**config.mk**
```make
export PLATFORM = sky130hd
export DESIGN_NAME = button_tap_hold_debouncer
export DESIGN_NICKNAME = d
export VERILOG_FILES = /design/src/btd_pkg.sv /design/src/btd_lane.sv /design/src/btd_merge.sv /design/src/button_tap_hold_debouncer.sv
export SDC_FILE = /design/constraint.sdc
export NUM_CORES = 1
export LEC_CHECK = 0
export BUFFER_PORTS_ARGS = -buffer_cell sky130_fd_sc_hd__buf_2
export CAP_MARGIN = 25
export CORE_MARGIN = 2
export CORE_UTILIZATION = 30
export DETAILED_ROUTE_END_ITERATION = 10
export GPL_TIMING_DRIVEN = 0
export PLACE_DENSITY_LB_ADDON = 0.08
export SYNTH_ARGS = -nofsm -noshare
export SYNTH_HDL_FRONTEND = slang
export SYNTH_SLANG_ARGS = --single-unit
export TNS_END_PERCENT = 5
```
**constraint.sdc**
```tcl
create_clock -name clk_i -period 6.15 [get_ports clk_i]
set_input_delay 1.23 -clock clk_i [delete_from_list [all_inputs] [get_ports clk_i]]
set_output_delay 1.23 -clock clk_i [all_outputs]
set_load 0.005 [all_outputs]
```
**src/btd_pkg.sv**
```systemverilog
package btd_pkg;

  localparam int unsigned NUM_BUTTONS_DEF = 8;
  localparam int unsigned LINE_W          = 8;
  localparam int unsigned TIME_W          = 32;
  localparam int unsigned THRESH_W        = 16;
  localparam int unsigned MASK_W          = 8;

  localparam int unsigned CFG_IDX_W  = 2;
  localparam int unsigned CFG_DATA_W = 16;

  localparam logic [CFG_IDX_W-1:0] CFG_DEBOUNCE_MS     = 2'd0;
  localparam logic [CFG_IDX_W-1:0] CFG_HOLD_MS         = 2'd1;
  localparam logic [CFG_IDX_W-1:0] CFG_ACTIVE_LOW_MASK = 2'd2;

  localparam logic [THRESH_W-1:0] DEBOUNCE_MS_RST     = 16'd20;
  localparam logic [THRESH_W-1:0] HOLD_MS_RST         = 16'd500;
  localparam logic [LINE_W-1:0]   ACTIVE_LOW_MASK_RST = 8'd0;

  localparam int unsigned S_TDATA_W = 40;
  localparam int unsigned M_TDATA_W = 24;
  localparam int unsigned M_USED_W  = 2 * MASK_W + 1;

  typedef struct packed {
    logic [THRESH_W-1:0] debounce_ms;
    logic [THRESH_W-1:0] hold_ms;
  } btd_thresh_t;

  typedef struct packed {
    logic tap;
    logic hold;
    logic busy;
  } btd_evt_t;

endpackage

```
**src/btd_lane.sv**
```systemverilog
module btd_lane (
  input  logic                        clk_i,
  input  logic                        rst_ni,
  input  logic                        step_i,
  input  logic                        act_i,
  input  logic [btd_pkg::TIME_W-1:0]  now_ms_i,
  input  btd_pkg::btd_thresh_t        thresh_i,
  output btd_pkg::btd_evt_t           evt_o
);
  import btd_pkg::*;

  typedef enum logic [2:0] {
    PH_IDLE    = 3'd0,
    PH_DEB     = 3'd1,
    PH_PRESSED = 3'd2,
    PH_TAPREL  = 3'd3,
    PH_HELD    = 3'd4,
    PH_HOLDREL = 3'd5
  } phase_e;

  phase_e             phase_q, phase_d;
  logic [TIME_W-1:0]  stamp_q, stamp_d;
  logic [TIME_W-1:0]  elapsed;
  logic               deb_done, hold_done;

  assign elapsed   = now_ms_i - stamp_q;
  assign deb_done  = elapsed >= {{(TIME_W-THRESH_W){1'b0}}, thresh_i.debounce_ms};
  assign hold_done = elapsed >= {{(TIME_W-THRESH_W){1'b0}}, thresh_i.hold_ms};

  always_comb begin
    phase_d  = phase_q;
    stamp_d  = stamp_q;
    evt_o    = '0;
    case (phase_q)
      PH_DEB: begin
        if (!act_i) begin
          phase_d = PH_IDLE;
        end else if (deb_done) begin
          phase_d = PH_PRESSED;
          stamp_d = now_ms_i;
        end
      end
      PH_PRESSED: begin
        if (!act_i) begin
          phase_d = PH_TAPREL;
          stamp_d = now_ms_i;
        end else if (hold_done) begin
          evt_o.hold = 1'b1;
          phase_d    = PH_HELD;
        end
      end
      PH_TAPREL: begin
        if (act_i) begin
          phase_d = PH_PRESSED;
          stamp_d = now_ms_i;
        end else if (deb_done) begin
          evt_o.tap = 1'b1;
          phase_d   = PH_IDLE;
        end
      end
      PH_HELD: begin
        if (!act_i) begin
          phase_d = PH_HOLDREL;
          stamp_d = now_ms_i;
        end
      end
      PH_HOLDREL: begin
        if (act_i) begin
          phase_d = PH_HELD;
        end else if (deb_done) begin
          phase_d = PH_IDLE;
        end
      end
      default: begin
        if (act_i) begin
          phase_d = PH_DEB;
          stamp_d = now_ms_i;
        end else begin
          phase_d = PH_IDLE;
        end
      end
    endcase
    evt_o.busy = phase_d != PH_IDLE;
  end

  always_ff @(posedge clk_i or negedge rst_ni) begin
    if (!rst_ni) begin
      phase_q <= PH_IDLE;
      stamp_q <= '0;
    end else if (step_i) begin
      phase_q <= phase_d;
      stamp_q <= stamp_d;
    end
  end

endmodule

```
**src/btd_merge.sv**
```systemverilog
module btd_merge #(
  parameter int unsigned NumButtons = btd_pkg::NUM_BUTTONS_DEF
) (
  input  logic                             clk_i,
  input  logic                             rst_ni,
  input  logic                             step_i,
  input  btd_pkg::btd_evt_t                evt_i [NumButtons],
  output logic                             ready_o,
  output logic                             m_axis_tvalid,
  input  logic                             m_axis_tready,
  output logic [btd_pkg::M_TDATA_W-1:0]    m_axis_tdata
);
  import btd_pkg::*;

  logic [MASK_W-1:0]   tap_mask, hold_mask;
  logic                any_busy;
  logic [M_USED_W-1:0] res;

  logic                out_valid_q, skid_valid_q;
  logic [M_USED_W-1:0] out_data_q, skid_data_q;

  always_comb begin
    tap_mask  = '0;
    hold_mask = '0;
    any_busy  = 1'b0;
    for (int unsigned i = 0; i < NumButtons; i++) begin
      if (i < MASK_W) begin
        tap_mask[i[$clog2(MASK_W)-1:0]]  = evt_i[i].tap;
        hold_mask[i[$clog2(MASK_W)-1:0]] = evt_i[i].hold;
      end
      any_busy = any_busy | evt_i[i].busy;
    end
  end

  assign res     = {any_busy, hold_mask, tap_mask};
  assign ready_o = !skid_valid_q;

  always_ff @(posedge clk_i or negedge rst_ni) begin
    if (!rst_ni) begin
      out_valid_q  <= 1'b0;
      skid_valid_q <= 1'b0;
    end else if (!out_valid_q || m_axis_tready) begin
      if (skid_valid_q) begin
        out_valid_q  <= 1'b1;
        skid_valid_q <= 1'b0;
      end else begin
        out_valid_q <= step_i;
      end
    end else if (step_i) begin
      skid_valid_q <= 1'b1;
    end
  end

  always_ff @(posedge clk_i) begin
    if (!out_valid_q || m_axis_tready) begin
      out_data_q <= skid_valid_q ? skid_data_q : res;
    end else if (step_i) begin
      skid_data_q <= res;
    end
  end

  assign m_axis_tvalid = out_valid_q;
  assign m_axis_tdata  = {{(M_TDATA_W-M_USED_W){1'b0}}, out_data_q};

endmodule

```
**src/button_tap_hold_debouncer.sv**
```systemverilog
// Debounces up to NUM_BUTTONS button lines and reports taps and holds. Each
// input transfer carries one sample of the lines and the current millisecond
// time; each sample yields exactly one output transfer holding a tap mask, a
// hold mask and a busy flag. Every button has its own state machine lane, all
// lanes step together on the same sample, and a merge stage gathers their
// events. One sample is taken per clock cycle while s_axis_tready is high; the
// result is registered and a two-entry output buffer absorbs downstream stalls.
// Buttons above index seven never press and have no mask bits.
module button_tap_hold_debouncer #(
  parameter int unsigned NUM_BUTTONS = btd_pkg::NUM_BUTTONS_DEF
) (
  input  logic                              clk_i,
  input  logic                              rst_ni,
  input  logic                              cfg_we_i,
  input  logic [btd_pkg::CFG_IDX_W-1:0]     cfg_idx_i,
  input  logic [btd_pkg::CFG_DATA_W-1:0]    cfg_wdata_i,
  input  logic                              s_axis_tvalid,
  output logic                              s_axis_tready,
  // line_levels[7:0], now_ms[39:8]
  input  logic [btd_pkg::S_TDATA_W-1:0]     s_axis_tdata,
  output logic                              m_axis_tvalid,
  input  logic                              m_axis_tready,
  // tap_mask[7:0], hold_mask[15:8], any_busy[16], zero fill
  output logic [btd_pkg::M_TDATA_W-1:0]     m_axis_tdata
);
  import btd_pkg::*;

  btd_thresh_t       thresh_q;
  logic [LINE_W-1:0] active_low_q;

  logic              step;
  logic [LINE_W-1:0] levels;
  logic [TIME_W-1:0] now_ms;
  btd_evt_t          evt [NUM_BUTTONS];

  always_ff @(posedge clk_i or negedge rst_ni) begin
    if (!rst_ni) begin
      thresh_q.debounce_ms <= DEBOUNCE_MS_RST;
      thresh_q.hold_ms     <= HOLD_MS_RST;
      active_low_q         <= ACTIVE_LOW_MASK_RST;
    end else if (cfg_we_i) begin
      case (cfg_idx_i)
        CFG_DEBOUNCE_MS:     thresh_q.debounce_ms <= cfg_wdata_i;
        CFG_HOLD_MS:         thresh_q.hold_ms     <= cfg_wdata_i;
        CFG_ACTIVE_LOW_MASK: active_low_q         <= cfg_wdata_i[LINE_W-1:0];
        default: ;
      endcase
    end
  end

  assign step   = s_axis_tvalid && s_axis_tready;
  assign levels = s_axis_tdata[LINE_W-1:0];
  assign now_ms = s_axis_tdata[LINE_W +: TIME_W];

  for (genvar g = 0; g < NUM_BUTTONS; g++) begin : g_lane
    logic act;
    if (g < LINE_W) begin : g_line
      assign act = levels[g] ^ active_low_q[g];
    end else begin : g_none
      assign act = 1'b0;
    end

    btd_lane u_lane (
      .clk_i    (clk_i),
      .rst_ni   (rst_ni),
      .step_i   (step),
      .act_i    (act),
      .now_ms_i (now_ms),
      .thresh_i (thresh_q),
      .evt_o    (evt[g])
    );
  end

  btd_merge #(
    .NumButtons (NUM_BUTTONS)
  ) u_merge (
    .clk_i         (clk_i),
    .rst_ni        (rst_ni),
    .step_i        (step),
    .evt_i         (evt),
    .ready_o       (s_axis_tready),
    .m_axis_tvalid (m_axis_tvalid),
    .m_axis_tready (m_axis_tready),
    .m_axis_tdata  (m_axis_tdata)
  );

endmodule

```
==> results.sh <==
export IMPL_cts_tree="built"
export IMPL_synthArstFlopShare_pct=90.4
export IMPL_busiest_layer="met2"
export IMPL_outcome="completed"
export IMPL_numCtsBuffers=52
export IMPL_ff2ff_setup_slack_ns=0.83
export IMPL_clock_latency_ns=0.69
export IMPL_final_cell_mix="503 x ha_1, 439 x nand2_1, 368 x o21ai_0"
export IMPL_synth_cell_type_count=104
export IMPL_finalSetupViolations=0
export IMPL_syn_area_per_cell_um2=8.35
export IMPL_antenna_found_initial=7
export IMPL_cts_hold_buf=0
export IMPL_cts_max_level=2
export IMPL_grt_usage_pct=22.1
export IMPL_die_width_um=349
export IMPL_end_kind="flip-flop"
export IMPL_worstPathArrival_ns=6.40
export IMPL_met2_usage_pct=36.8
export IMPL_gp_congestion=0.853
export IMPL_path_max_fanout=7
export IMPL_vias=32400
export IMPL_hold_violations=0
export IMPL_nets=5020
export IMPL_finalCriticalPeriod_ns=5.97
export IMPL_total_leakage_power_nw=18.0
export IMPL_powerDensity_nw_per_um2=605
export IMPL_crit_type="input port to flip-flop"
export IMPL_hp_class="flip-flop to flip-flop"
export IMPL_via_per_inst=5.38
export IMPL_floorplan_die_area_um2=122000
export IMPL_num_rows=126
export IMPL_cp_required_ns=6.58
export IMPL_finalWirelength_um=136000
export IMPL_grt_max_degree=91
export IMPL_io_pins=89
export IMPL_slew_headroom_pct=30.7
export IMPL_yosysTopAreaCell="dfrtp_1"
export IMPL_grt_ovfl_total=0
export IMPL_clk_pin_slew_worst_paths_ns=0.06
export IMPL_dpl_cell_area_um2=38300
export IMPL_hold_slack_ns=0.500
export IMPL_synth_top_flop_cell="dfrtp_1"
export IMPL_fin_area_um2=40600
export IMPL_synth_cells=4275
export IMPL_grt_pass1_wl_um=205000
export IMPL_multiInputGateArea_um2=24900
export IMPL_rsz0062_at_grt="true"
export IMPL_die_h_um=349
export IMPL_area_growth_synth_to_final_pct=13.7
export IMPL_drive_gt1_share_pct=11.3
export IMPL_ys_seq_elements=356
export IMPL_timing_final_crit_share_pct=97.0
export IMPL_gr_usage_met3_pct=2.25
export IMPL_min_from="g_lane[0].u_lane.stamp_q[22]"
export IMPL_synth_top_cell_area_share_pct=22.0
export IMPL_fin_cells=6025
export IMPL_cts_max_path_buffers=3
export IMPL_reg2regPathDepth=24
export IMPL_cts_root_buf="clkbuf_16"
export IMPL_hpwl_um=101000
export IMPL_cts_sinks=356
export IMPL_coreArea_um2=118000
export IMPL_ant_nets=0
export IMPL_wl_per_cell_um=22.6
export IMPL_seqCellArea_um2=9090
export IMPL_drc_errors=0
export IMPL_ir_drop_mv=0.234
export IMPL_holdPathStages=1
export IMPL_first_global_vias=31500
export IMPL_hold_path_endpoint="g_lane[0].u_lane.stamp_q[22]"
export IMPL_maxSlewViolCount=0
export IMPL_cap_violations=0
export IMPL_placedCellCount=5915
export IMPL_fin_skew_ns=0.0627
export IMPL_rr_endpoint="u_merge.out_data_q[16]"
export IMPL_drtIter0Drc=2166
export IMPL_worst_pin_slew_ns=1.04
export IMPL_start_util_pct=30.2
export IMPL_grt_met1_usage_pct=30.7
export IMPL_synth_warnings=0
export IMPL_fill_cells=12500
export IMPL_fmax_ghz=0.168
export IMPL_drt_first_pass_iters=5
export IMPL_critPathLaunchType="input port"
export IMPL_synthTopCellsByArea="dfrtp_1 22%, ha_1 18%, mux2_2 5.3%"
export IMPL_syn_area_um2=35700
export IMPL_synth_edff_count=34
export IMPL_port_buffers=80
export IMPL_reg2reg_from="g_lane[2].u_lane.stamp_q[4]"
export IMPL_seq_area_frac_synth_pct=25.5
export IMPL_final_common_cell="ha_1"
==> cell usage after synthesis, types with 24 or more instances <==
master,instances
o21ai_0,373
or3_1,26
nor3_1,72
inv_1,350
o21bai_1,28
nand2_1,439
xnor2_1,104
nor2b_1,39
nor4_1,35
nor2_1,203
ha_1,504
nand2b_1,46
edfxtp_1,34
a21oi_1,353
o21a_1,57
nand3_1,62
a211oi_1,40
nand4_1,90
xor2_1,90
o211ai_1,56
and3_1,28
clkbuf_1,122
a31oi_1,38
buf_2,24
a21o_1,141
mux2_2,168
dfrtp_1,314
==> metal layers <==
layer | up-vias | wire (µm)
met4 | 0 | 3210
met3 | 128 | 4710
met1 | 15700 | 65400
met2 | 585 | 62800
li1 | 16100 | -
met5 | - | 0
==> per-stage QoR <==
step	total power, W	setup TNS [ns]	util (%)	setup slack [ns]
after floorplan	0.0164	0	-	0.337
after global placement	0.0209	-1580.74	32.2	-3.54
after detailed placement	0.0211	-298.38	32.4	-2.33
after CTS	0.0246	-0.143	34.1	-0.0997
after global routing	0.0272	-0.122	34.4	-0.0786
final	0.0246	0	34.4	0.184
==> registers in the layout (all words and copies together), names as in the netlist <==
| signal | count |
|---|---|
| g_lane.u_lane.stamp_q | 256 |
| thresh_q | 32 |
| g_lane.u_lane.phase_q | 24 |
| u_merge.out_data_q | 17 |
| u_merge.skid_data_q | 17 |
| active_low_q | 8 |
| u_merge.m_axis_tvalid | 1 |
| u_merge.skid_valid_q | 1 |
==> logic make-up (layout without fill, tap and decap cells) <==
| group | Yosys count | count (layout) | share of synthesized area (%) |
|---|---|---|---|
| AO/OA/AOI/OAI | 1362 | 1362 | 24.5 |
| XOR/XNOR | 194 | 194 | 4.76 |
| adder cells (fa/ha/maj) | 512 | 512 | 18.1 |
| buffers and inverters | 510 | 717 | 5.63 |
| flip-flops | 356 | 356 | 25.5 |
| multiplexers | 190 | 190 | 5.92 |
| other | 1 | 8 | 0.0105 |
| AND/OR/NAND/NOR | 1150 | 1150 | 15.6 |
==> worst max-delay path, cell delays in order <==
cell,delay (ns)
buf_4,0.17
clkinvlp_4,0.23
buf_4,0.20
ha_1,0.21
inv_1,0.07
fa_1,0.22
a21o_1,0.19
a31oi_2,0.14
o31ai_2,0.61
a31oi_1,0.23
xnor2_1,0.31
ha_1,0.31
a21o_1,0.16
a21oi_1,0.14
o21ai_0,0.15
a21oi_2,0.41
a31o_2,0.31
and4bb_1,0.23
or4b_1,0.50
nor4_4,0.23
a2bb2oi_1,0.11
==> cell type report <==
cell class              count  share of cell area, %
multi-input cells        3415                   61.3
flip-flops and latches    356                   22.4
repair buffers            111                   1.98
clock inverters            21                  0.842
inverters                 351                   3.27
plain buffers             158                   1.81
well taps                1536                   4.74
clock buffers              76                   3.60
diodes                      1                0.00617
==> worst max-delay path by stage <==
| stage | startpoint | end | slack [ns] | depth (start not counted) |
|---|---|---|---|---|
| floorplan | s_axis_tdata[8] | u_merge.out_data_q[16] | 0.34 | 24 |
| global placement | rst_ni | g_lane[4].u_lane.stamp_q[21] | -3.54 | 1 |
| detailed placement | s_axis_tdata[9] | g_lane[2].u_lane.stamp_q[4] | -2.33 | 17 |
| CTS | s_axis_tdata[8] | u_merge.out_data_q[16] | -0.1 | 19 |
| global route | s_axis_tdata[8] | u_merge.out_data_q[16] | -0.08 | 21 |
| finish | s_axis_tdata[8] | u_merge.out_data_q[16] | 0.18 | 21 |
==> where the power goes <==
group	internal, W	switching (W)	leakage [nW]	total (W)
Sequential	0.00338	0.000421	4.22	0.00380
Clock	0.00191	0.00129	0.866	0.00321
Combinational	0.00695	0.0106	12.9	0.0176
==> timing repair <==
action	in CTS	in global routing
gates resized for setup	35	63
setup endpoints to repair	196	242
pin swaps	2	5
buffers inserted	7	5
Power figures use the tool's default switching activity.
